**config.mk**
```make
export PLATFORM = sky130hd
export DESIGN_NAME = vsa_ctrl
export DESIGN_NICKNAME = d
export VERILOG_FILES = /design/src/rtl/vsa_pkg.sv /design/src/rtl/vsa_ctrl.sv
export SDC_FILE = /design/constraint.sdc
export NUM_CORES = 1
export LEC_CHECK = 0
export ABC_AREA = 0
export BUFFER_PORTS_ARGS = -buffer_cell sky130_fd_sc_hd__buf_2
export CORE_AREA = 3 3 41 52
export DETAILED_ROUTE_END_ITERATION = 10
export DIE_AREA = 0 0 44 55
export HOLD_SLACK_MARGIN = 0.03
export SYNTH_ARGS = -nofsm -noshare
export SYNTH_HDL_FRONTEND = slang
export SYNTH_SLANG_ARGS = --single-unit
```
**constraint.sdc**
```tcl
create_clock -name clk -period 1.9 [get_ports clk]
set_clock_uncertainty 0.15 [all_clocks]
set_input_delay 0.19 -clock clk [delete_from_list [all_inputs] [get_ports clk]]
set_output_delay 0.19 -clock clk [all_outputs]
set_load 0.02 [all_outputs]
```
**src/rtl/vsa_pkg.sv**
```systemverilog
// Package with the shared constants, controller states and command/status types.
`timescale 1ns / 1ps
`default_nettype none

package vsa_pkg;

    localparam int COORD_W   = 8;
    localparam int PW        = COORD_W + 2;
    localparam int GRID_W    = 7;
    localparam int EFF_W     = 8;
    localparam int OUT_CNT_W = 16;
    localparam int ADD_W     = 8;
    localparam int CFG_IDX_W = 2;

    localparam logic [CFG_IDX_W-1:0] CFG_GRID_X = 2'd0;
    localparam logic [CFG_IDX_W-1:0] CFG_GRID_Y = 2'd1;
    localparam logic [CFG_IDX_W-1:0] CFG_GRID_Z = 2'd2;

    localparam logic [GRID_W-1:0] GRID_RESET = 7'd64;

    localparam logic REQ_SEGMENT = 1'b0;
    localparam logic REQ_READ    = 1'b1;

    typedef enum logic [8:0] {
        S_CLEAR  = 9'b000000001,
        S_IDLE   = 9'b000000010,
        S_DECIDE = 9'b000000100,
        S_READ   = 9'b000001000,
        S_RDATA  = 9'b000010000,
        S_WRITE  = 9'b000100000,
        S_ADV    = 9'b001000000,
        S_TEST   = 9'b010000000,
        S_OUT    = 9'b100000000
    } state_t;

    typedef struct packed {
        logic clr_en;
        logic load;
        logic rd_start;
        logic cap_count;
        logic wr_bump;
        logic advance;
        logic out_load;
    } vsa_cmd_t;

    typedef struct packed {
        logic is_read;
        logic p_in;
        logic e_in;
        logic at_end;
        logic walk_done;
        logic clr_last;
    } vsa_sts_t;

endpackage

`default_nettype wire

```
**src/rtl/vsa_ctrl.sv**
```systemverilog
// Controller state machine that sequences clearing, reads and the voxel walk.
`timescale 1ns / 1ps
`default_nettype none

module vsa_ctrl
    import vsa_pkg::*;
(
    input  logic     clk,
    input  logic     rst_n,
    input  logic     in_valid,
    output logic     in_ready,
    output logic     out_valid,
    input  logic     out_ready,
    input  vsa_sts_t sts,
    output vsa_cmd_t cmd
);

    state_t state_reg;
    state_t state_next;
    logic   out_valid_reg;
    logic   out_valid_next;

    always_comb
    begin
        state_next     = state_reg;
        cmd            = '0;
        in_ready       = 1'b0;
        out_valid_next = out_valid_reg && !out_ready;
        case (state_reg)
            S_CLEAR:
            begin
                cmd.clr_en = 1'b1;
                if (sts.clr_last)
                begin
                    state_next = S_IDLE;
                end
            end
            S_IDLE:
            begin
                in_ready = 1'b1;
                if (in_valid)
                begin
                    cmd.load   = 1'b1;
                    state_next = S_DECIDE;
                end
            end
            S_DECIDE:
            begin
                if (sts.is_read)
                begin
                    state_next = sts.p_in ? S_READ : S_OUT;
                end
                else if (!(sts.p_in || sts.e_in))
                begin
                    state_next = S_OUT;
                end
                else if (sts.p_in)
                begin
                    state_next = S_READ;
                end
                else
                begin
                    state_next = S_ADV;
                end
            end
            S_READ:
            begin
                cmd.rd_start = 1'b1;
                state_next   = sts.is_read ? S_RDATA : S_WRITE;
            end
            S_RDATA:
            begin
                cmd.cap_count = 1'b1;
                state_next    = S_OUT;
            end
            S_WRITE:
            begin
                cmd.wr_bump = 1'b1;
                if (sts.at_end || sts.walk_done)
                begin
                    state_next = S_OUT;
                end
                else
                begin
                    cmd.advance = 1'b1;
                    state_next  = S_TEST;
                end
            end
            S_ADV:
            begin
                if (sts.at_end || sts.walk_done)
                begin
                    state_next = S_OUT;
                end
                else
                begin
                    cmd.advance = 1'b1;
                    state_next  = S_TEST;
                end
            end
            S_TEST:
            begin
                state_next = sts.p_in ? S_READ : S_OUT;
            end
            S_OUT:
            begin
                if (!out_valid_reg || out_ready)
                begin
                    cmd.out_load   = 1'b1;
                    out_valid_next = 1'b1;
                    state_next     = S_IDLE;
                end
            end
            default:
            begin
                state_next = S_IDLE;
            end
        endcase
    end

    always_ff @(posedge clk or negedge rst_n)
    begin
        if (!rst_n)
        begin
            state_reg     <= S_CLEAR;
            out_valid_reg <= 1'b0;
        end
        else
        begin
            state_reg     <= state_next;
            out_valid_reg <= out_valid_next;
        end
    end

    assign out_valid = out_valid_reg;

    // A new result only appears out of the result state.
    assert property (@(posedge clk) disable iff (!rst_n)
        $rose(out_valid_reg) |-> $past(state_reg == S_OUT))
        else $error("result raised outside the result state");

    // Requests are only taken while idle.
    assert property (@(posedge clk) disable iff (!rst_n)
        in_ready |-> (state_reg == S_IDLE))
        else $error("request taken outside the idle state");

    // A pending result stays until it is taken.
    assert property (@(posedge clk) disable iff (!rst_n)
        out_valid_reg && !out_ready |=> out_valid_reg)
        else $error("result dropped before it was taken");

endmodule

`default_nettype wire

```
**Yosys cells after proc, flatten, opt, wreduce, memory -nomap -nowiden**

Cells that the tools add are included.

- Memories kept: 0
- Bits in read-only memories: 0
- Bits in writable memories: 0
- Word-level logic and storage cells: 45
- Latch bits: 0
- Bits in registers: 10
- Output and inout port bits: 9

- Magnitude comparators: 0
- $add $sub $neg: 0
- Shifts and indexed selects: 0
- Div/mod/pow operators: 0
- Muxes and demuxes: 23
- Bitwise gates (word level): 0
- Equal/unequal tests: 12
- Reductions and logical operators: 8
- $mul: 0

Operator list:

| kind | number |
|---|---|
| $pmux W9 S8 | 1 |
| $mux W9 | 7 |
| $mux W1 | 13 |
| $eq A9 B1 Y1 const B | 1 |
| $eq A9 B2 Y1 const B | 1 |
| $eq A9 B3 Y1 const B | 1 |
| $eq A9 B4 Y1 const B | 1 |
| $eq A9 B5 Y1 const B | 1 |
| $eq A9 B6 Y1 const B | 1 |
| $eq A9 B7 Y1 const B | 1 |
| $eq A9 B8 Y1 const B | 1 |
| $eq A9 B9 Y1 const B | 1 |
| $mux W7 | 1 |
| $mux W6 | 1 |
| $ne A2 B2 Y1 const B | 3 |
| $logic_or A1 B1 Y1 | 3 |
| $reduce_and A3 Y1 | 1 |
| $logic_not A1 Y1 | 2 |
| $reduce_or A2 Y1 | 1 |
| $logic_and A1 B1 Y1 | 1 |

**Longest topological paths before layout**

Gate-level depths: netlist of the first run.

- Depth in word-level cells: 4
- Gate-level depth with buffers: 6
- Depth with buffers taken out: 5

**Least setup slack after synthesis of the first run**

OpenSTA, ideal clock, no wires.

- Kind: register to output
- From: register state_reg[2]
- To: output cmd[1] (netlist bit)
- Slack: 164 ps
- Required time: 1560 ps
- Arrival time: 1396 ps
- Cell stages (with the launch flop): 5
- Cells stage by stage: dfrtp_1 buf_4 nor4_4 nand4b_1 nor3_1

RTL lines:

| item | RTL line | source |
|---|---|---|
| from (decl) | vsa_ctrl.sv:18 | `state_t state_reg;` |
| from (signal assigned) | vsa_ctrl.sv:130 | `state_reg <= state_next;` |
| to (decl) | vsa_ctrl.sv:15 | `output vsa_cmd_t cmd` |

==> summary.md, run 1 <==
| Metric | Value |
|---|---|
| Via density | `5.246` |
| DIE WIDTH | `44 um` |
| Main combinational cell family by area after synthesis | `simple AND/OR/NAND/NOR gates` |
| Area Overhead vs Synth | `53.03%` |
| CP endpoint kind | `output pin` |
| Slew HR | `72.92%` |
| Count of input and output buffers | `18` |
| Slew Viols, Final | `0` |
| Mapped cell area | `660.6 sq um` |
| Period minus WS final | `1922 ps` |
| Total Negative Setup Slacks | `-21.66 ps` |
| Core Box Area | `1744 sq um` |
| Crit start category | `flip-flop` |
| Crit path DAT | `1580 ps` |
| Initial core utilization | `37.88%` |
| CTS clk-pin slew, worst paths | `70 ps` |
| Post-synthesis mux area share | `1.515%` |
| Ys Warns | `0` |
| Overall Power | `950.9 uW` |
| Most frequent cells in the layout | `buf_4, buf_2, nor2_1, dlygate4sd3_1, dfrtp_2` |
| Period utilisation layout | `101.1%` |
| Yosys cell types | `35` |
| Largest net degree at the start of global routing | `11` |
| Post-DP HPWL | `1094 um` |
| Count of placed standard cells including taps | `105` |
| Layout cells sized above 1 | `48.65%` |
| 1st-pass router iterations | `4` |
| Worst r2r dst | `state_reg[8]$_DFFE_PN0P_` |
| TritonCTS buffer count | `3` |
| R2r startpoint | `state_reg[6]$_DFFE_PN0P_` |
| CP required | `1560 ps` |
| FF-to-FF path depth | `5` |
| Post-synth EDFFs | `0` |
| Final Hold Viols | `0` |
| Final net count | `122` |
| IR drop worst, VDD | `481.0 uV` |
| Max reg flops | `9` |
| Failing checks | `negative setup slack` |
| Hold Path Stages | `3` |
| Diodes inserted | `0` |
| Utilization after layout | `57.96%` |
| Num ports | `19` |
| R2r setup slk | `150 ps` |
| Top achievable clock speed | `0.5204 GHz` |
| Antenna violations before repair | `0` |
| Cells after synthesis | `71` |
| Synth Area in Compound Gates | `9.280%` |
| DR DRC count | `0` |
| Worst path cell trace | `nor4_4 -> nor2b_4 -> and4b_1 -> buf_4` |
| RSZ-0062 raised after global routing | `yes` |
| Worst min-delay path startpoint | `out_ready` |
| CTS tree | `built` |
| CP peak stage delay | `440 ps` |
| Synth Register Bits | `10` |
| Detail Route Antenna Nets | `0` |
| GR Overflow Total | `0` |
| Violation count after the first detailed-route iteration | `12` |
| Total wire length | `1649 um` |
| Register area share after synthesis | `38.07%` |
| Worst setup margin | `-21.66 ps` |
| Worst min path class | `in2reg` |
| Pleak | `0.4866 nW` |
| Cell family with most CP delay | `simple AND/OR/NAND/NOR gates` |
| Total GRT Usage | `15.18%` |
| Ys async rst share | `100.0%` |
| Fin Hold WS | `67.70 ps` |
| Final std cells w/o fill | `130` |
| Simple-gate portion of the synthesized area | `44.32%` |
| Final Setup Violations | `1` |
| Via count | `682` |
| Die area | `2420 sq um` |
| Die height | `55 um` |
| GPL Wtd Cong | `0.7552` |
| CP bufs+invs | `1` |
| Worst hold endpoint | `out_valid$_DFF_PN0_` |
| Num rows | `17` |
| Slowest stage cell on the critical path | `dfrtp_2` |
| Critical path type | `reg2out` |
| Design area | `1011 sq um` |
| Crit. path cell count | `4` |
| Placed Area | `750.7 sq um` |
| Clock sink count | `10` |
| Pre-CTS WS | `170.4 ps` |
| Max Fanout on Critical Path | `3` |
| Maximum clock insertion buffer count | `2` |
| Htree depth | `1` |
| Post-Synth XOR/XNOR Area | `2.652%` |
| Adder-Cell Fraction of Synth Area | `0%` |
| DR WL/cell | `12.68 um` |
| Cell Pwr Density | `940.6 nW/um^2` |
| Max-cap viol count | `0` |
| Status | `finished, violations left` |
| Skew-Pair Late Insertion Delay | `260 ps` |
| Synth Flop Type | `dfrtp_1` |
| Most common cell after layout, fill and taps aside | `buf_4` |
| Clock root buffer master | `clkbuf_4` |
| Worst-margin pin slew | `405.0 ps` |
| First-pass GRT wire length | `2670 um` |
| Mapped Avg Cell Area | `9.305 sq um` |
| Post-Syn Nets | `81` |
| Vias in the first global route | `660` |
## cells by family (layout without fill, tap and decap cells)
group,count (synthesis),after routing
simple gates,46,46
compound gates,8,8
mux,1,1
flops,10,10
xor+xnor,2,2
buf+inv,4,44
## layout make-up
type	instances	area [sq um]
multi-input cells	57	415.4
fillers	145	733.2
clock buffers	4	26.28
repair buffers	39	282.8
flip-flops and latches	10	259.0
inverters	1	3.754
well taps	19	23.77
## cells in the mapped netlist (2+ instances only)
| library cell | number | share of area (%) |
|---|---|---|
| nor2_1 | 11 | 6.3 |
| dfrtp_1 | 9 | 34 |
| nand2_1 | 4 | 2.3 |
| nand2b_1 | 4 | 3.8 |
| nor2b_1 | 4 | 3.8 |
| nor3_1 | 4 | 3.0 |
| and2_1 | 3 | 2.8 |
| nand3_1 | 2 | 1.5 |
| nand4_1 | 2 | 1.9 |
| nor4b_1 | 2 | 2.7 |
| xor2_1 | 2 | 2.7 |
## worst reg2reg max path: cells and delay by family, from the launching register on
kind / cells / cell delay, ps
compound gates: 2 / 590
buf+inv: 1 / 150
flops: 1 / 460
simple gates: 2 / 340
## worst max path at each step
| stage | end | slack (ps) | from |
|---|---|---|---|
| after detailed placement | cmd[1] | 170 | state_reg[2]$_DFFE_PN0P_ |
| after CTS | cmd[1] | -7 | state_reg[1]$_DFFE_PN0P_ |
| after global routing | cmd[1] | -120 | state_reg[1]$_DFFE_PN0P_ |
| final | cmd[2] | -20 | state_reg[1]$_DFFE_PN0P_ |
| after global placement | cmd[1] | 180 | state_reg[2]$_DFFE_PN0P_ |
| after floorplan | cmd[1] | 160 | state_reg[2]$_DFFE_PN0P_ |
## power breakdown
group / switching, mW / internal [mW]
Combinational: 0.244 / 0.260
Sequential: 0.0478 / 0.246
Clock: 0.0713 / 0.0811
## routing by layer
metal / up-vias / share of wire, % / global-route usage (%)
li1: 335 / - / -
met1: 327 / 43 / 15.91
met2: 16 / 51 / 29.37
met3: 4 / 4.4 / 2.913
met4: 0 / 1.3 / 6.030
met5: - / 0 / 0
## what timing repair did
action	CTS	global route
gates cloned	0	0
buffers inserted	4	10
gates resized for setup	10	10
pin swaps	2	5
setup endpoints to repair	5	7
hold endpoints to repair	14	1
hold buffers	6	1
No activity file was read; power rests on OpenSTA's default activity.
==> run 2: changes to the inputs <==
REMOVE_ABC_BUFFERS = 1   (was not set)
SKIP_LAST_GASP = 1   (was not set)
==> run 2 against run 1 <==
The flow now finishes without violations. Count of clock-buffer cells in the layout is the same. Core utilization shrank 1.1 points. Sequential power is essentially flat. Sequential share of layout area grew 0.52 points. Largest cell class unchanged. Setup slack gained 34 ps. First-iteration DRC count shrank 25%. Via count shrank 3.2%.
==> summary.md, run 2 (synthesis gave the netlist of run 1 again) <==
| Metric | Value |
|---|---|
| Largest net degree at the start of global routing | `11` |
| Skew-Pair Late Insertion Delay | `270 ps` |
| Slew HR | `76.30%` |
| Critical path type | `reg2out` |
| Final net count | `118` |
| Num ports | `19` |
| Antenna violations before repair | `0` |
| Total GRT Usage | `14.40%` |
| CP bufs+invs | `1` |
| Worst min path class | `in2reg` |
| Cell Pwr Density | `935.9 nW/um^2` |
| Worst-margin pin slew | `354.4 ps` |
| TritonCTS buffer count | `3` |
| Cell family with most CP delay | `simple AND/OR/NAND/NOR gates` |
| Worst path cell trace | `nor4_4 -> nand4b_1 -> nor3_1 -> buf_2` |
| Final Hold Viols | `0` |
| Num rows | `17` |
| DR WL/cell | `12.87 um` |
| Most frequent cells in the layout | `buf_2, nor2_1, buf_4, dlygate4sd3_1, dfrtp_2` |
| DR DRC count | `0` |
| GPL Wtd Cong | `0.7707` |
| Violation count after the first detailed-route iteration | `9` |
| Max Fanout on Critical Path | `3` |
| Period utilisation layout | `99.37%` |
| Utilization after layout | `56.81%` |
| GR Overflow Total | `0` |
| CTS tree | `built` |
| 1st-pass router iterations | `4` |
| Top achievable clock speed | `0.5297 GHz` |
| Max-cap viol count | `0` |
| Crit start category | `flip-flop` |
| Maximum clock insertion buffer count | `2` |
| Slew Viols, Final | `0` |
| DIE WIDTH | `44 um` |
| Die area | `2420 sq um` |
| RSZ-0062 raised after global routing | `yes` |
| Htree depth | `1` |
| Vias in the first global route | `628` |
| Period minus WS final | `1888 ps` |
| Area Overhead vs Synth | `50.00%` |
| IR drop worst, VDD | `480.8 uV` |
| Layout cells sized above 1 | `43.93%` |
| CP endpoint kind | `output pin` |
| Core Box Area | `1744 sq um` |
| Total wire length | `1622 um` |
| CTS clk-pin slew, worst paths | `70 ps` |
| Most common cell after layout, fill and taps aside | `buf_2` |
| Initial core utilization | `37.88%` |
| First-pass GRT wire length | `2566 um` |
| Clock sink count | `10` |
| Clock root buffer master | `clkbuf_4` |
| Detail Route Antenna Nets | `0` |
| Count of input and output buffers | `18` |
| CP required | `1560 ps` |
| Die height | `55 um` |
| Pleak | `0.4702 nW` |
| Via density | `5.238` |
| Slowest stage cell on the critical path | `dfrtp_2` |
| CP peak stage delay | `440 ps` |
| Via count | `660` |
| Diodes inserted | `0` |
| Post-DP HPWL | `1083 um` |
| Crit path DAT | `1550 ps` |
| Fin Hold WS | `64.44 ps` |
| Final Setup Violations | `0` |
| Status | `finished, final reports clean` |
| Max reg flops | `9` |
==> run 2: cell types whose count changed in the layout (fill, tap and decap cells not counted), sizes merged <==
cell	before	now
buf	32	28
clkinv	0	1
inv	1	0
==> run 2: worst register-to-register path: stages (launching register included) <==
cell and delay (ps):
dfrtp_2 460, nor3_4 260, buf_4 160, nand3_1 90
o32ai_1 390, a31o_1 150
==> run 2: stage by stage <==
step,area (sq um),instances,TNS [ps],power [mW],setup WS [ps]
after CTS,919.6,120,-10.92,0.9035,-10.92
final,991.0,126,0,0.9275,12.04
after global placement,758.2,106,0,0.6492,196.1
after floorplan,636.9,68,0,0.5499,171.7
after detailed placement,758.2,106,0,0.6505,203.3
after global routing,991.0,126,-310.6,0.9948,-83.27
==> run 2: where the power goes <==
part | total (mW) | leakage [nW] | switching (mW) | internal [mW]
combinational | 0.440 | 0.327 | 0.227 | 0.213
sequential | 0.292 | 0.123 | 0.0465 | 0.245
clock | 0.196 | 0.0210 | 0.0792 | 0.116
==> run 2: cell type report <==
type,count,area (sq um)
multi-input cells,57,402.9
well taps,19,23.77
flip-flops and latches,10,259.0
repair buffers,35,265.3
inverters,1,3.754
clock buffers,4,36.28
fillers,161,753.2
==> run 2: layer usage <==
metal	part of all wire, %	vias to the layer above	track usage (%)
li1	-	326	-
met1	44	308	17.03
met2	50	24	25.24
met3	5.5	2	3.883
met4	0.37	0	4.523
met5	0	-	0
==> run 2: repair_timing <==
item	CTS	global route
hold buffers	7	0
resized for setup	11	5
pin swaps	5	5
setup endpoints to repair	6	7
endpoints found under the hold margin	16	0
buffers inserted	3	6
==> run 2: worst paths after layout <==
kind                                           from                       end  slack [ps]  depth (start not counted)
min in group asynchronous                     rst_n       out_valid$_DFF_PN0_         160                          2
min reg2reg                state_reg[0]$_DFFE_PN1P_  state_reg[0]$_DFFE_PN1P_         410                          2
max in group asynchronous                     rst_n  state_reg[0]$_DFFE_PN1P_        1190                          2
max reg2reg                state_reg[5]$_DFFE_PN0P_  state_reg[8]$_DFFE_PN0P_         180                          5
max                        state_reg[1]$_DFFE_PN0P_                    cmd[1]          10                          4
min                                       out_ready       out_valid$_DFF_PN0_          60                          3
==> run 3: changes to the inputs <==
clock period = 1.93 ns   (was 1.9 ns; I/O delays follow)
==> run 3 against run 2 <==
The flow now finishes with violations (negative setup slack). Largest power group unchanged. Combinational power up 5.0%. Via count down 1.4%. Critical endpoint is now cmd[5]. Sequential power about the same. Wire length down 1.5%. Sequential share of layout area up 1.0 points. Highest routed layer unchanged. Core utilization down 2.2 points.
==> summary.md, run 3 (synthesis gave the netlist of run 1 again) <==
| Metric | Value |
|---|---|
| Met2 wire length | `798 um` |
| Via density | `5.293` |
| Clock root buffer master | `clkbuf_4` |
| Failing checks | `negative setup slack` |
| Clock sink count | `10` |
| Slew Viols, Final | `0` |
| Final Setup Violations | `1` |
| Critical path type | `reg2out` |
| IR drop worst, VDD | `485.3 uV` |
| Maximum clock insertion buffer count | `2` |
| Period utilisation layout | `100.3%` |
| Total wire length | `1597 um` |
| Core Box Area | `1744 sq um` |
| CTS clk-pin slew, worst paths | `70 ps` |
| Skew-Pair Late Insertion Delay | `270 ps` |
| Met3 WL | `81 um` |
| Most common cell after layout, fill and taps aside | `buf_2` |
| Most frequent cells in the layout | `buf_2, nor2_1, buf_4, dlygate4sd3_1, dfrtp_2` |
| Initial core utilization | `37.88%` |
| Final std cells w/o fill | `123` |
| RSZ-0062 raised after global routing | `yes` |
| Post-DP HPWL | `1092 um` |
| Design area | `953.4 sq um` |
| Crit start category | `flip-flop` |
| Pleak | `0.4527 nW` |
| Overall Power | `948.0 uW` |
| DR DRC count | `0` |
| CTS tree | `built` |
| Slew HR | `76.00%` |
| First-pass GRT wire length | `2449 um` |
| Via count | `651` |
| Vias in the first global route | `580` |
| DIE WIDTH | `44 um` |
| Antenna violations before repair | `0` |
| Total GRT Usage | `14.40%` |
| Top achievable clock speed | `0.5164 GHz` |
| Die height | `55 um` |
| Worst setup margin | `-6.628 ps` |
| Layout cells sized above 1 | `43.27%` |
| Placed Area | `750.7 sq um` |
| Count of placed standard cells including taps | `105` |
| CP required | `1590 ps` |
| Max Fanout on Critical Path | `7` |
| Worst min path class | `in2reg` |
| Max reg flops | `9` |
| 1st-pass router iterations | `4` |
| CP endpoint kind | `output pin` |
| DR WL/cell | `12.98 um` |
| TritonCTS buffer count | `3` |
| Violation count after the first detailed-route iteration | `6` |
| Highest routed layer | `met4` |
| GPL Wtd Cong | `0.7966` |
| Worst-margin pin slew | `358.9 ps` |
| Status | `finished, violations left` |
| Crit path DAT | `1590 ps` |
| Metal1 wirelength | `685 um` |
| Detail Route Antenna Nets | `0` |
| Max-cap viol count | `0` |
| Largest net degree at the start of global routing | `11` |
| Die area | `2420 sq um` |
| Cell Pwr Density | `994.3 nW/um^2` |
| Period minus WS final | `1937 ps` |
| Count of input and output buffers | `18` |
| Num ports | `19` |
| Final Hold Viols | `0` |
| GR Overflow Total | `0` |
| Num rows | `17` |
| Area Overhead vs Synth | `44.32%` |
| Final net count | `115` |
| Diodes inserted | `0` |
| Htree depth | `1` |
## run 3: cell count changes in the layout (fill, tap and decap cells not counted)
cell	change
buf_4	-2
and2_1	-1
and2_4	+1
buf_12	-1
clkinv_1	-1
inv_2	+1
nand3_1	+1
nand3_2	-1
## run 3: critical path, stage by stage, from the launching register on
cell and delay [ps]:
dfrtp_2 480, nor4_4 310, nand4_1 180, inv_2 110, and2_4 140, buf_6 100
## run 3: worst paths after layout
check / from / to / slack (ps) / depth (start not counted)
setup / recovery: state_reg[7]$_DFFE_PN0P_ / cmd[5] / -7 / 5
hold / removal: out_ready / out_valid$_DFF_PN0_ / 60 / 3
setup reg to reg: state_reg[2]$_DFFE_PN0P_ / state_reg[8]$_DFFE_PN0P_ / 220 / 5
hold reg to reg: state_reg[0]$_DFFE_PN1P_ / state_reg[0]$_DFFE_PN1P_ / 410 / 2
max in group asynchronous: rst_n / state_reg[0]$_DFFE_PN1P_ / 1220 / 2
min in group asynchronous: rst_n / out_valid$_DFF_PN0_ / 150 / 2
## run 3: area by class of cell
cell class / instances / area [sq um]
Timing Repair Buffer: 32 / 230.2
Fill cell: 165 / 790.8
Inverter: 1 / 3.754
Sequential cell: 10 / 259.0
Tap cell: 19 / 23.77
Multi-Input combinational cell: 57 / 400.4
Clock buffer: 4 / 36.28
## run 3: routing by layer
layer | vias up | track usage, %
met1 | 307 | 15.64
met4 | 0 | 9.045
met3 | 2 | 3.236
met2 | 18 | 25.24
li1 | 324 | -
met5 | - | 0
## run 3: power breakdown
group,leakage [nW],internal (mW),total [mW],switching (mW)
logic,0.309,0.231,0.462,0.231
registers,0.123,0.242,0.294,0.0511
clock network,0.0210,0.115,0.193,0.0778
total,0.453,0.588,0.948,0.360
## run 3: repair_timing
item,in CTS,in global routing
hold endpoints to repair,16,0
setup buffers,2,5
endpoints found under the setup margin,6,6
pin swaps,1,6
hold buffers,7,0
resized for setup,8,9
## run 3: metrics by stage
step / hold slack (ps) / setup TNS [ps] / worst slack, ps / utilization, %
floorplan: -252.6 / 0 / 198.7 / -
global placement: -84.36 / 0 / 185.6 / 43.04
detailed placement: -82.19 / 0 / 214.5 / 43.04
CTS: 56.48 / -1.473 / -1.473 / 50.93
global route: 59.51 / -371.4 / -92.59 / 54.66
finish: 64.32 / -6.628 / -6.628 / 54.66
